## src/hdl/cbb_pkg.sv

```systemverilog
// ----------------------------------------------------------------------------
// cbb_pkg
// Shared widths, codes, control types and saturation helpers for the
// two-section bandpass biquad cascade.
// ----------------------------------------------------------------------------
package cbb_pkg;

  // data widths
  localparam int SAMPLE_W  = 16;
  localparam int COEF_FRAC = 22;
  localparam int COEF_W    = 24;
  localparam int STATE_W   = 40;
  localparam int PROD_W    = COEF_W + SAMPLE_W;
  localparam int ACC_W     = STATE_W + 1;

  // configuration port
  localparam int CFG_AW = 5;
  localparam int CFG_DW = 32;
  localparam int REG_IW = 3;

  // register indexes
  typedef enum logic [REG_IW-1:0] {
    REG_FIRST_B0  = 3'd0,
    REG_FIRST_A1  = 3'd1,
    REG_FIRST_A2  = 3'd2,
    REG_SECOND_B0 = 3'd3,
    REG_SECOND_A1 = 3'd4,
    REG_SECOND_A2 = 3'd5
  } cbb_reg_t;

  // coefficient reset values
  localparam logic signed [COEF_W-1:0] RST_FIRST_B0  = 24'sd216038;
  localparam logic signed [COEF_W-1:0] RST_FIRST_A1  = -24'sd6436972;
  localparam logic signed [COEF_W-1:0] RST_FIRST_A2  = 24'sd3762230;
  localparam logic signed [COEF_W-1:0] RST_SECOND_B0 = 24'sd92269;
  localparam logic signed [COEF_W-1:0] RST_SECOND_A1 = -24'sd6637232;
  localparam logic signed [COEF_W-1:0] RST_SECOND_A2 = 24'sd4009765;

  // sequencer states
  typedef enum logic [2:0] {
    ST_IDLE,
    ST_MB0,
    ST_ACC,
    ST_MA1,
    ST_DA,
    ST_DB,
    ST_OUT
  } cbb_state_t;

  // control word for the shared multiply-add unit
  typedef struct packed {
    logic mul_en;
    logic sub;
  } cbb_mac_ctl_t;

  // saturate a one-bit-grown sum to the state width
  function automatic logic signed [STATE_W-1:0] sat_state(
    input logic signed [ACC_W-1:0] v
  );
    logic signed [STATE_W-1:0] r;
    if (v[ACC_W-1] != v[ACC_W-2]) begin
      r = v[ACC_W-1] ? {1'b1, {(STATE_W-1){1'b0}}} : {1'b0, {(STATE_W-1){1'b1}}};
    end else begin
      r = v[STATE_W-1:0];
    end
    return r;
  endfunction

  // round half up by the coefficient scale, then saturate to a sample
  function automatic logic signed [SAMPLE_W-1:0] round_sat_sample(
    input logic signed [ACC_W-1:0] v
  );
    logic signed [ACC_W-1:0]       t;
    logic signed [ACC_W-1:0]       s;
    logic [ACC_W-SAMPLE_W:0]       hi;
    logic signed [SAMPLE_W-1:0]    r;
    t  = v + (ACC_W'(1) <<< (COEF_FRAC - 1));
    s  = t >>> COEF_FRAC;
    hi = s[ACC_W-1:SAMPLE_W-1];
    if ((&hi) || !(|hi)) begin
      r = s[SAMPLE_W-1:0];
    end else if (s[ACC_W-1]) begin
      r = {1'b1, {(SAMPLE_W-1){1'b0}}};
    end else begin
      r = {1'b0, {(SAMPLE_W-1){1'b1}}};
    end
    return r;
  endfunction

endpackage

```

## src/hdl/cascaded_biquad_bandpass.sv

```systemverilog
// ----------------------------------------------------------------------------
// cascaded_biquad_bandpass
// Two cascaded bandpass biquad sections in transposed direct form II.
// ----------------------------------------------------------------------------
// Usage: one signed Q4.12 sample is taken on the in_ stream channel, run
// through two bandpass sections (b1 = 0, b2 = -b0) and one filtered,
// saturated sample leaves on the out_ stream channel.
// Coefficients b0, a1, a2 of each section sit in six APB registers at byte
// addresses 0x00..0x14 (Q2.22, low 24 bits used); write them only while idle.
// Timing: a single multiplier and a single wide adder are shared by all
// steps, five sequencer steps per section, followed by an output step that
// loads the output register. The result becomes valid in the same cycle
// that in_tready returns, so a new sample is accepted only after the last
// one has been loaded into the output register.
// Reset (rst_n low, synchronous) clears all four state words, loads the
// default coefficients and empties the output register.
// Stall: while a finished sample waits on out_tready the block still accepts
// and computes the next one; it then holds in its final step until the
// output register frees up.
// ----------------------------------------------------------------------------
module cascaded_biquad_bandpass (
  input  logic                          clk,
  input  logic                          rst_n,
  // input stream: [15:0] sample_in
  input  logic                          in_tvalid,
  output logic                          in_tready,
  input  logic [cbb_pkg::SAMPLE_W-1:0]  in_tdata,
  // output stream: [15:0] sample_out
  output logic                          out_tvalid,
  input  logic                          out_tready,
  output logic [cbb_pkg::SAMPLE_W-1:0]  out_tdata,
  // configuration port
  input  logic                          cfg_psel,
  input  logic                          cfg_penable,
  input  logic                          cfg_pwrite,
  input  logic [cbb_pkg::CFG_AW-1:0]    cfg_paddr,
  input  logic [cbb_pkg::CFG_DW-1:0]    cfg_pwdata,
  output logic [cbb_pkg::CFG_DW-1:0]    cfg_prdata,
  output logic                          cfg_pready
);
  import cbb_pkg::*;

  cbb_state_t state_r, state_nxt;

  logic signed [COEF_W-1:0]   b0_r [2];
  logic signed [COEF_W-1:0]   a1_r [2];
  logic signed [COEF_W-1:0]   a2_r [2];
  logic signed [STATE_W-1:0]  da_r [2];
  logic signed [STATE_W-1:0]  db_r [2];

  logic                       sec_r;
  logic signed [SAMPLE_W-1:0] x_r;
  logic signed [SAMPLE_W-1:0] y_r;
  logic signed [ACC_W-1:0]    nb_r;
  logic [SAMPLE_W-1:0]        out_tdata_r;
  logic                       out_tvalid_r;

  cbb_mac_ctl_t               mac_ctl;
  logic signed [COEF_W-1:0]   mul_a;
  logic signed [SAMPLE_W-1:0] mul_b;
  logic signed [ACC_W-1:0]    add_a;
  logic signed [ACC_W-1:0]    sum;

  logic                       cfg_wr;
  logic [REG_IW-1:0]          cfg_idx;
  logic                       out_free;

  assign cfg_pready = 1'b1;
  assign cfg_wr     = cfg_psel && cfg_penable && cfg_pwrite && cfg_pready;
  assign cfg_idx    = cfg_paddr[REG_IW+1:2];
  assign out_free   = !out_tvalid_r || out_tready;

  assign in_tready  = (state_r == ST_IDLE);
  assign out_tvalid = out_tvalid_r;
  assign out_tdata  = out_tdata_r;

  // coefficient registers
  always_ff @(posedge clk) begin
    if (!rst_n) begin
      b0_r[0] <= RST_FIRST_B0;
      a1_r[0] <= RST_FIRST_A1;
      a2_r[0] <= RST_FIRST_A2;
      b0_r[1] <= RST_SECOND_B0;
      a1_r[1] <= RST_SECOND_A1;
      a2_r[1] <= RST_SECOND_A2;
    end else if (cfg_wr) begin
      case (cfg_idx)
        REG_FIRST_B0:  b0_r[0] <= cfg_pwdata[COEF_W-1:0];
        REG_FIRST_A1:  a1_r[0] <= cfg_pwdata[COEF_W-1:0];
        REG_FIRST_A2:  a2_r[0] <= cfg_pwdata[COEF_W-1:0];
        REG_SECOND_B0: b0_r[1] <= cfg_pwdata[COEF_W-1:0];
        REG_SECOND_A1: a1_r[1] <= cfg_pwdata[COEF_W-1:0];
        REG_SECOND_A2: a2_r[1] <= cfg_pwdata[COEF_W-1:0];
        default: ;
      endcase
    end
  end

  // register read-back, sign extended
  always_comb begin
    case (cfg_idx)
      REG_FIRST_B0:  cfg_prdata = CFG_DW'(b0_r[0]);
      REG_FIRST_A1:  cfg_prdata = CFG_DW'(a1_r[0]);
      REG_FIRST_A2:  cfg_prdata = CFG_DW'(a2_r[0]);
      REG_SECOND_B0: cfg_prdata = CFG_DW'(b0_r[1]);
      REG_SECOND_A1: cfg_prdata = CFG_DW'(a1_r[1]);
      REG_SECOND_A2: cfg_prdata = CFG_DW'(a2_r[1]);
      default:       cfg_prdata = '0;
    endcase
  end

  // sequencer state register
  always_ff @(posedge clk) begin
    if (!rst_n) begin
      state_r <= ST_IDLE;
    end else begin
      state_r <= state_nxt;
    end
  end

  // next state and operand selection
  always_comb begin
    state_nxt      = state_r;
    mac_ctl.mul_en = 1'b0;
    mac_ctl.sub    = 1'b1;
    mul_a          = b0_r[sec_r];
    mul_b          = x_r;
    add_a          = '0;
    case (state_r)
      ST_IDLE: begin
        if (in_tvalid) state_nxt = ST_MB0;
      end
      ST_MB0: begin
        mac_ctl.mul_en = 1'b1;
        state_nxt      = ST_ACC;
      end
      ST_ACC: begin
        // b0*x plus first delay word
        mac_ctl.sub = 1'b0;
        add_a       = ACC_W'(da_r[sec_r]);
        state_nxt   = ST_MA1;
      end
      ST_MA1: begin
        // negate b0*x while a1*y is formed
        mac_ctl.mul_en = 1'b1;
        mul_a          = a1_r[sec_r];
        mul_b          = y_r;
        state_nxt      = ST_DA;
      end
      ST_DA: begin
        // db - a1*y while a2*y is formed
        mac_ctl.mul_en = 1'b1;
        mul_a          = a2_r[sec_r];
        mul_b          = y_r;
        add_a          = ACC_W'(db_r[sec_r]);
        state_nxt      = ST_DB;
      end
      ST_DB: begin
        add_a     = nb_r;
        state_nxt = sec_r ? ST_OUT : ST_MB0;
      end
      ST_OUT: begin
        if (out_free) state_nxt = ST_IDLE;
      end
      default: state_nxt = ST_IDLE;
    endcase
  end

  // shared multiply-add unit
  cbb_mac u_mac (
    .clk   (clk),
    .ctl   (mac_ctl),
    .mul_a (mul_a),
    .mul_b (mul_b),
    .add_a (add_a),
    .sum   (sum)
  );

  // datapath registers
  always_ff @(posedge clk) begin
    if (!rst_n) begin
      sec_r   <= 1'b0;
      da_r[0] <= '0;
      da_r[1] <= '0;
      db_r[0] <= '0;
      db_r[1] <= '0;
    end else begin
      case (state_r)
        ST_IDLE: begin
          if (in_tvalid) begin
            x_r   <= in_tdata;
            sec_r <= 1'b0;
          end
        end
        ST_ACC:  y_r <= round_sat_sample(sum);
        ST_MA1:  nb_r <= sum;
        ST_DA:   da_r[sec_r] <= sat_state(sum);
        ST_DB: begin
          db_r[sec_r] <= sat_state(sum);
          x_r         <= y_r;
          sec_r       <= 1'b1;
        end
        default: ;
      endcase
    end
  end

  // output register
  always_ff @(posedge clk) begin
    if (!rst_n) begin
      out_tvalid_r <= 1'b0;
    end else if (state_r == ST_OUT && out_free) begin
      out_tvalid_r <= 1'b1;
    end else if (out_tready) begin
      out_tvalid_r <= 1'b0;
    end
  end

  always_ff @(posedge clk) begin
    if (state_r == ST_OUT && out_free) begin
      out_tdata_r <= y_r;
    end
  end

`ifndef SYNTHESIS
  // an accepted sample always starts at the first section
  a_start_first: assert property (@(posedge clk) disable iff (!rst_n)
    in_tvalid && in_tready |=> !sec_r && state_r == ST_MB0)
    else $error("sample did not start in the first section");

  // the output slot is only filled from the output step
  a_out_source: assert property (@(posedge clk) disable iff (!rst_n)
    !out_tvalid && $past(rst_n) ##1 out_tvalid |-> $past(state_r == ST_OUT))
    else $error("output loaded outside the output step");

  // a waiting result is never overwritten
  a_no_overwrite: assert property (@(posedge clk) disable iff (!rst_n)
    out_tvalid && !out_tready |=> out_tvalid && $stable(out_tdata))
    else $error("pending result was lost");

  // the second pass always finishes before the output step
  a_out_after_second: assert property (@(posedge clk) disable iff (!rst_n)
    state_r == ST_OUT |-> sec_r)
    else $error("output step reached before the second section");
`endif

endmodule

```

## src/hdl/cbb_mac.sv

```systemverilog
// ----------------------------------------------------------------------------
// cbb_mac
// Shared multiply-add unit: a registered coefficient-by-sample product and
// one wide adder that adds or subtracts that product.
// ----------------------------------------------------------------------------
module cbb_mac (
  input  logic                                 clk,
  input  cbb_pkg::cbb_mac_ctl_t                ctl,
  input  logic signed [cbb_pkg::COEF_W-1:0]    mul_a,
  input  logic signed [cbb_pkg::SAMPLE_W-1:0]  mul_b,
  input  logic signed [cbb_pkg::ACC_W-1:0]     add_a,
  output logic signed [cbb_pkg::ACC_W-1:0]     sum
);
  import cbb_pkg::*;

  logic signed [PROD_W-1:0] prod_r;
  logic signed [ACC_W-1:0]  prod_ext;

  // product register, loaded on request from the sequencer
  always_ff @(posedge clk) begin
    if (ctl.mul_en) begin
      prod_r <= PROD_W'(mul_a) * PROD_W'(mul_b);
    end
  end

  // add or subtract the held product
  assign prod_ext = ACC_W'(prod_r);
  assign sum = add_a + (prod_ext ^ {ACC_W{ctl.sub}}) + ACC_W'(ctl.sub);

endmodule

```

## config.mk

```make
export PLATFORM = sky130hd
export DESIGN_NAME = cascaded_biquad_bandpass
export DESIGN_NICKNAME = d
export VERILOG_FILES = /design/src/hdl/cbb_pkg.sv /design/src/hdl/cascaded_biquad_bandpass.sv /design/src/hdl/cbb_mac.sv
export SDC_FILE = /design/constraint.sdc
export NUM_CORES = 2
export LEC_CHECK = 0
export ABC_AREA = 1
export BUFFER_PORTS_ARGS = -buffer_cell sky130_fd_sc_hd__buf_2
export CAP_MARGIN = 15
export CORE_ASPECT_RATIO = 0.8
export CORE_MARGIN = 2
export CORE_UTILIZATION = 35
export DETAILED_ROUTE_END_ITERATION = 8
export PLACE_DENSITY = 0.51
export SLEW_MARGIN = 10
export SYNTH_ARGS = -nofsm -noshare
export SYNTH_HDL_FRONTEND = slang
export SYNTH_SLANG_ARGS = --single-unit
```

## constraint.sdc

```tcl
create_clock -name clk -period 13.4 [get_ports clk]
set_input_delay 0.67 -clock clk [delete_from_list [all_inputs] [get_ports clk]]
set_output_delay 0.67 -clock clk [all_outputs]
set_load 0.02 [all_outputs]
```

==> flow_metrics.py <==
metrics = {
    "global_routing": {
        "grt_overflow_total": 0,
        "grt_pass1_vias": 28500,
        "grt_max_degree": 81,
        "antenna_found_initial": 6,
        "grt_util_all_layers": 0.220,
        "grt_pass1_wl_um": 178000,
    },
    "sta": {
        "relSlewSlack": 0.212,
        "hold_viol_final": 0,
        "finalCritPeriodShare": 0.679,
        "finalSetupTns_ps": 0,
        "min_period_ps": 9100,
        "finalSetupViolCount": 0,
        "rsz0062_at_grt": "no",
        "tightest_slew_ps": 1180,
        "finClkSkew_ps": 34.7,
        "final_max_slew_viol_count": 0,
        "fmax_mhz": 110,
        "hold-worst-slack_ps": 351,
    },
    "placed_design": {
        "port_buffers": 99,
        "gp_congestion": 0.927,
        "hpwl_um": 83800,
    },
    "clock_tree": {
        "cts_root_buffer": "clkbuf_16",
        "cts-resized-gates": 0,
        "tritoncts": "done",
        "cts.sinks": 439,
        "clkSlewWorstSetupHoldPaths_ps": 80,
        "clkLatencyLatePin_ps": 620,
        "clockBufferDepth": 3,
        "cts-buffers-inserted": 46,
        "hold_buffers": 0,
        "cts_max_level": 2,
        "post_cts_buffers": 0,
    },
    "status": {
        "outcome": "completed",
    },
    "cells_and_area": {
        "antenna_cells": 0,
        "fillCellCount": 10700,
        "final_common_cell": "nand2_1",
        "nets": 4796,
        "syn_to_final_growth_pct": 9.77,
        "mostFrequentLayoutCells": "nand2_1 (959), inv_1 (732), nor2_1 (549)",
        "drive_above_1_share": 0.0682,
    },
    "setup_path": {
        "end_kind": "register",
        "criticalPathCategory": "register to register",
        "cp_slowest_cell": "fa_1",
        "start_kind": "register",
        "cp.arrival_ps": 9460,
        "path_delay_family": "adder cells",
        "path_buf_inv": 9,
        "max_stage_delay_ps": 590,
        "critPathMostFrequentCell": "fa_1",
        "crit_fanout": 55,
        "required_ps": 13760,
    },
    "floorplan": {
        "start_util": 0.352,
        "rows": 106,
        "core_area_sq_um": 104000,
        "die_y_um": 293,
        "ios": 111,
        "die_w_um": 366,
        "dieArea_sq_um": 107000,
    },
    "synthesis": {
        "synth_seq_area_share": 0.358,
        "synth_cell_types": 54,
        "async_flop_share": 0,
        "synth.top_cells.by_area": "edfxtp_1 (35%), fa_1 (20%), nand2_1 (9.9%), inv_1 (7.5%), nor2_1 (5.6%)",
        "yosysWarningCount": 0,
        "synth_cells": 4170,
        "synth_ff_type": "edfxtp_1",
        "synth_fp_nets": 4745,
        "synth-seq-cells": 439,
        "syn_area_sq_um": 36600,
        "synth-edff-count": 433,
        "avgSynthCellArea_sq_um": 8.79,
        "synth_top_area_share": 0.355,
        "synth_top_area_cell": "edfxtp_1",
    },
    "drt": {
        "firstDrtPassIters": 6,
        "drt-total-wl_um": 117000,
        "via_per_inst": 4.97,
        "drc": 0,
        "ant_nets": 0,
        "routedWlPerCell_um": 20.7,
        "vias": 28100,
        "drt-initial-drc-count": 2426,
    },
    "job": {
        "cap_violations": 0,
    },
    "worst_hold_path": {
        "hold_class": "input pin to register",
    },
}
-- synthesized netlist by cell type, types with 2 or more instances --
library cell,n
nor3_1,15
nor2_4,2
buf_2,3
nand3_1,98
o21ai_0,125
xnor2_1,61
xor2_1,61
o21a_1,3
inv_1,733
nand2_2,21
nand3_2,3
mux2i_1,22
or2_2,2
nor2_2,5
nor2_1,551
o211ai_1,23
nand3b_1,3
a31oi_1,9
edfxtp_1,433
nand4_1,18
nor4_1,6
o21ai_1,10
fa_1,375
inv_2,4
a22o_1,4
dfxtp_1,6
buf_1,12
clkinv_1,17
a211oi_1,3
nand2_1,965
ha_1,140
and2_1,4
a21oi_1,184
a21o_1,4
a22oi_1,23
buf_4,11
a221oi_1,22
a211o_1,40
clkbuf_1,127
o21bai_1,8
-- path summary, 6_finish.rpt --
check / startpoint / end / slack [ps] / cells after the start
setup / recovery: state_r[0]$_SDFFE_PN0P_ / u_mac.prod_r[34]$_DFFE_PP_ / 4300 / 31
hold / removal: in_tdata[3] / x_r[3]$_DFFE_PP_ / 350 / 3
setup reg to reg: state_r[0]$_SDFFE_PN0P_ / u_mac.prod_r[34]$_DFFE_PP_ / 4300 / 31
hold reg to reg: state_r[1]$_SDFFE_PN0P_ / state_r[0]$_SDFFE_PN0P_ / 570 / 3
-- worst min-delay path: cells and delay by family --
kind | cells | cell delay [ps]
simple gates | 2 | 100
buf+inv | 1 | 90
-- routing by layer --
| layer | global-route usage | routed length [um] | up-vias |
|---|---|---|---|
| li1 | - | - | 13200 |
| met1 | 0.316 | 54400 | 13800 |
| met2 | 0.342 | 50900 | 957 |
| met3 | 0.0415 | 9050 | 162 |
| met4 | 0.0562 | 3000 | 2 |
| met5 | 0 | 10 | - |
-- state kept, by name, summed over array words and instances (netlist names), named ones only --
| signal | count |
|---|---|
| a2_r | 48 |
| out_tvalid | 1 |
| nb_r | 41 |
| x_r | 16 |
| y_r | 16 |
| a1_r | 48 |
| db_r | 80 |
| state_r | 3 |
| da_r | 80 |
| b0_r | 48 |
| u_mac.prod_r | 40 |
| out_tdata | 16 |
| sec_r | 1 |
-- layout make-up --
cell class	instances	area (sq um)	area share
repair buffers	157	931	0.0231
clock buffers	62	1210	0.0301
multi-input cells	2823	20200	0.501
inverters	754	2830	0.0704
flip-flops and latches	439	13100	0.326
well taps	1404	1760	0.0437
clock inverters	18	199	0.00495
-- stage by stage --
| stage | instances | setup WS [ps] | area, sq um | util |
|---|---|---|---|---|
| floorplan | 4170 | 5880 | 36600 | - |
| global placement | 5577 | 4360 | 38800 | 0.373 |
| detailed placement | 5577 | 4310 | 38800 | 0.373 |
| CTS | 5657 | 4300 | 40200 | 0.386 |
| global route | 5657 | 3740 | 40200 | 0.386 |
| finish | 5657 | 4300 | 40200 | 0.386 |
-- logic make-up after synthesis --
| family | count (synthesis) | synth area share |
|---|---|---|
| compound gates | 464 | 0.0753 |
| xor+xnor | 123 | 0.0296 |
| fa+ha+maj | 515 | 0.253 |
| buf+inv | 908 | 0.0944 |
| flops | 439 | 0.358 |
| mux | 22 | 0.00601 |
| other cells | 1 | 0.000102 |
| simple gates | 1698 | 0.184 |
Power is left out: the tool's default activity adds up to more than one toggle a clock period on the data nets, which glitch-free logic cannot reach.
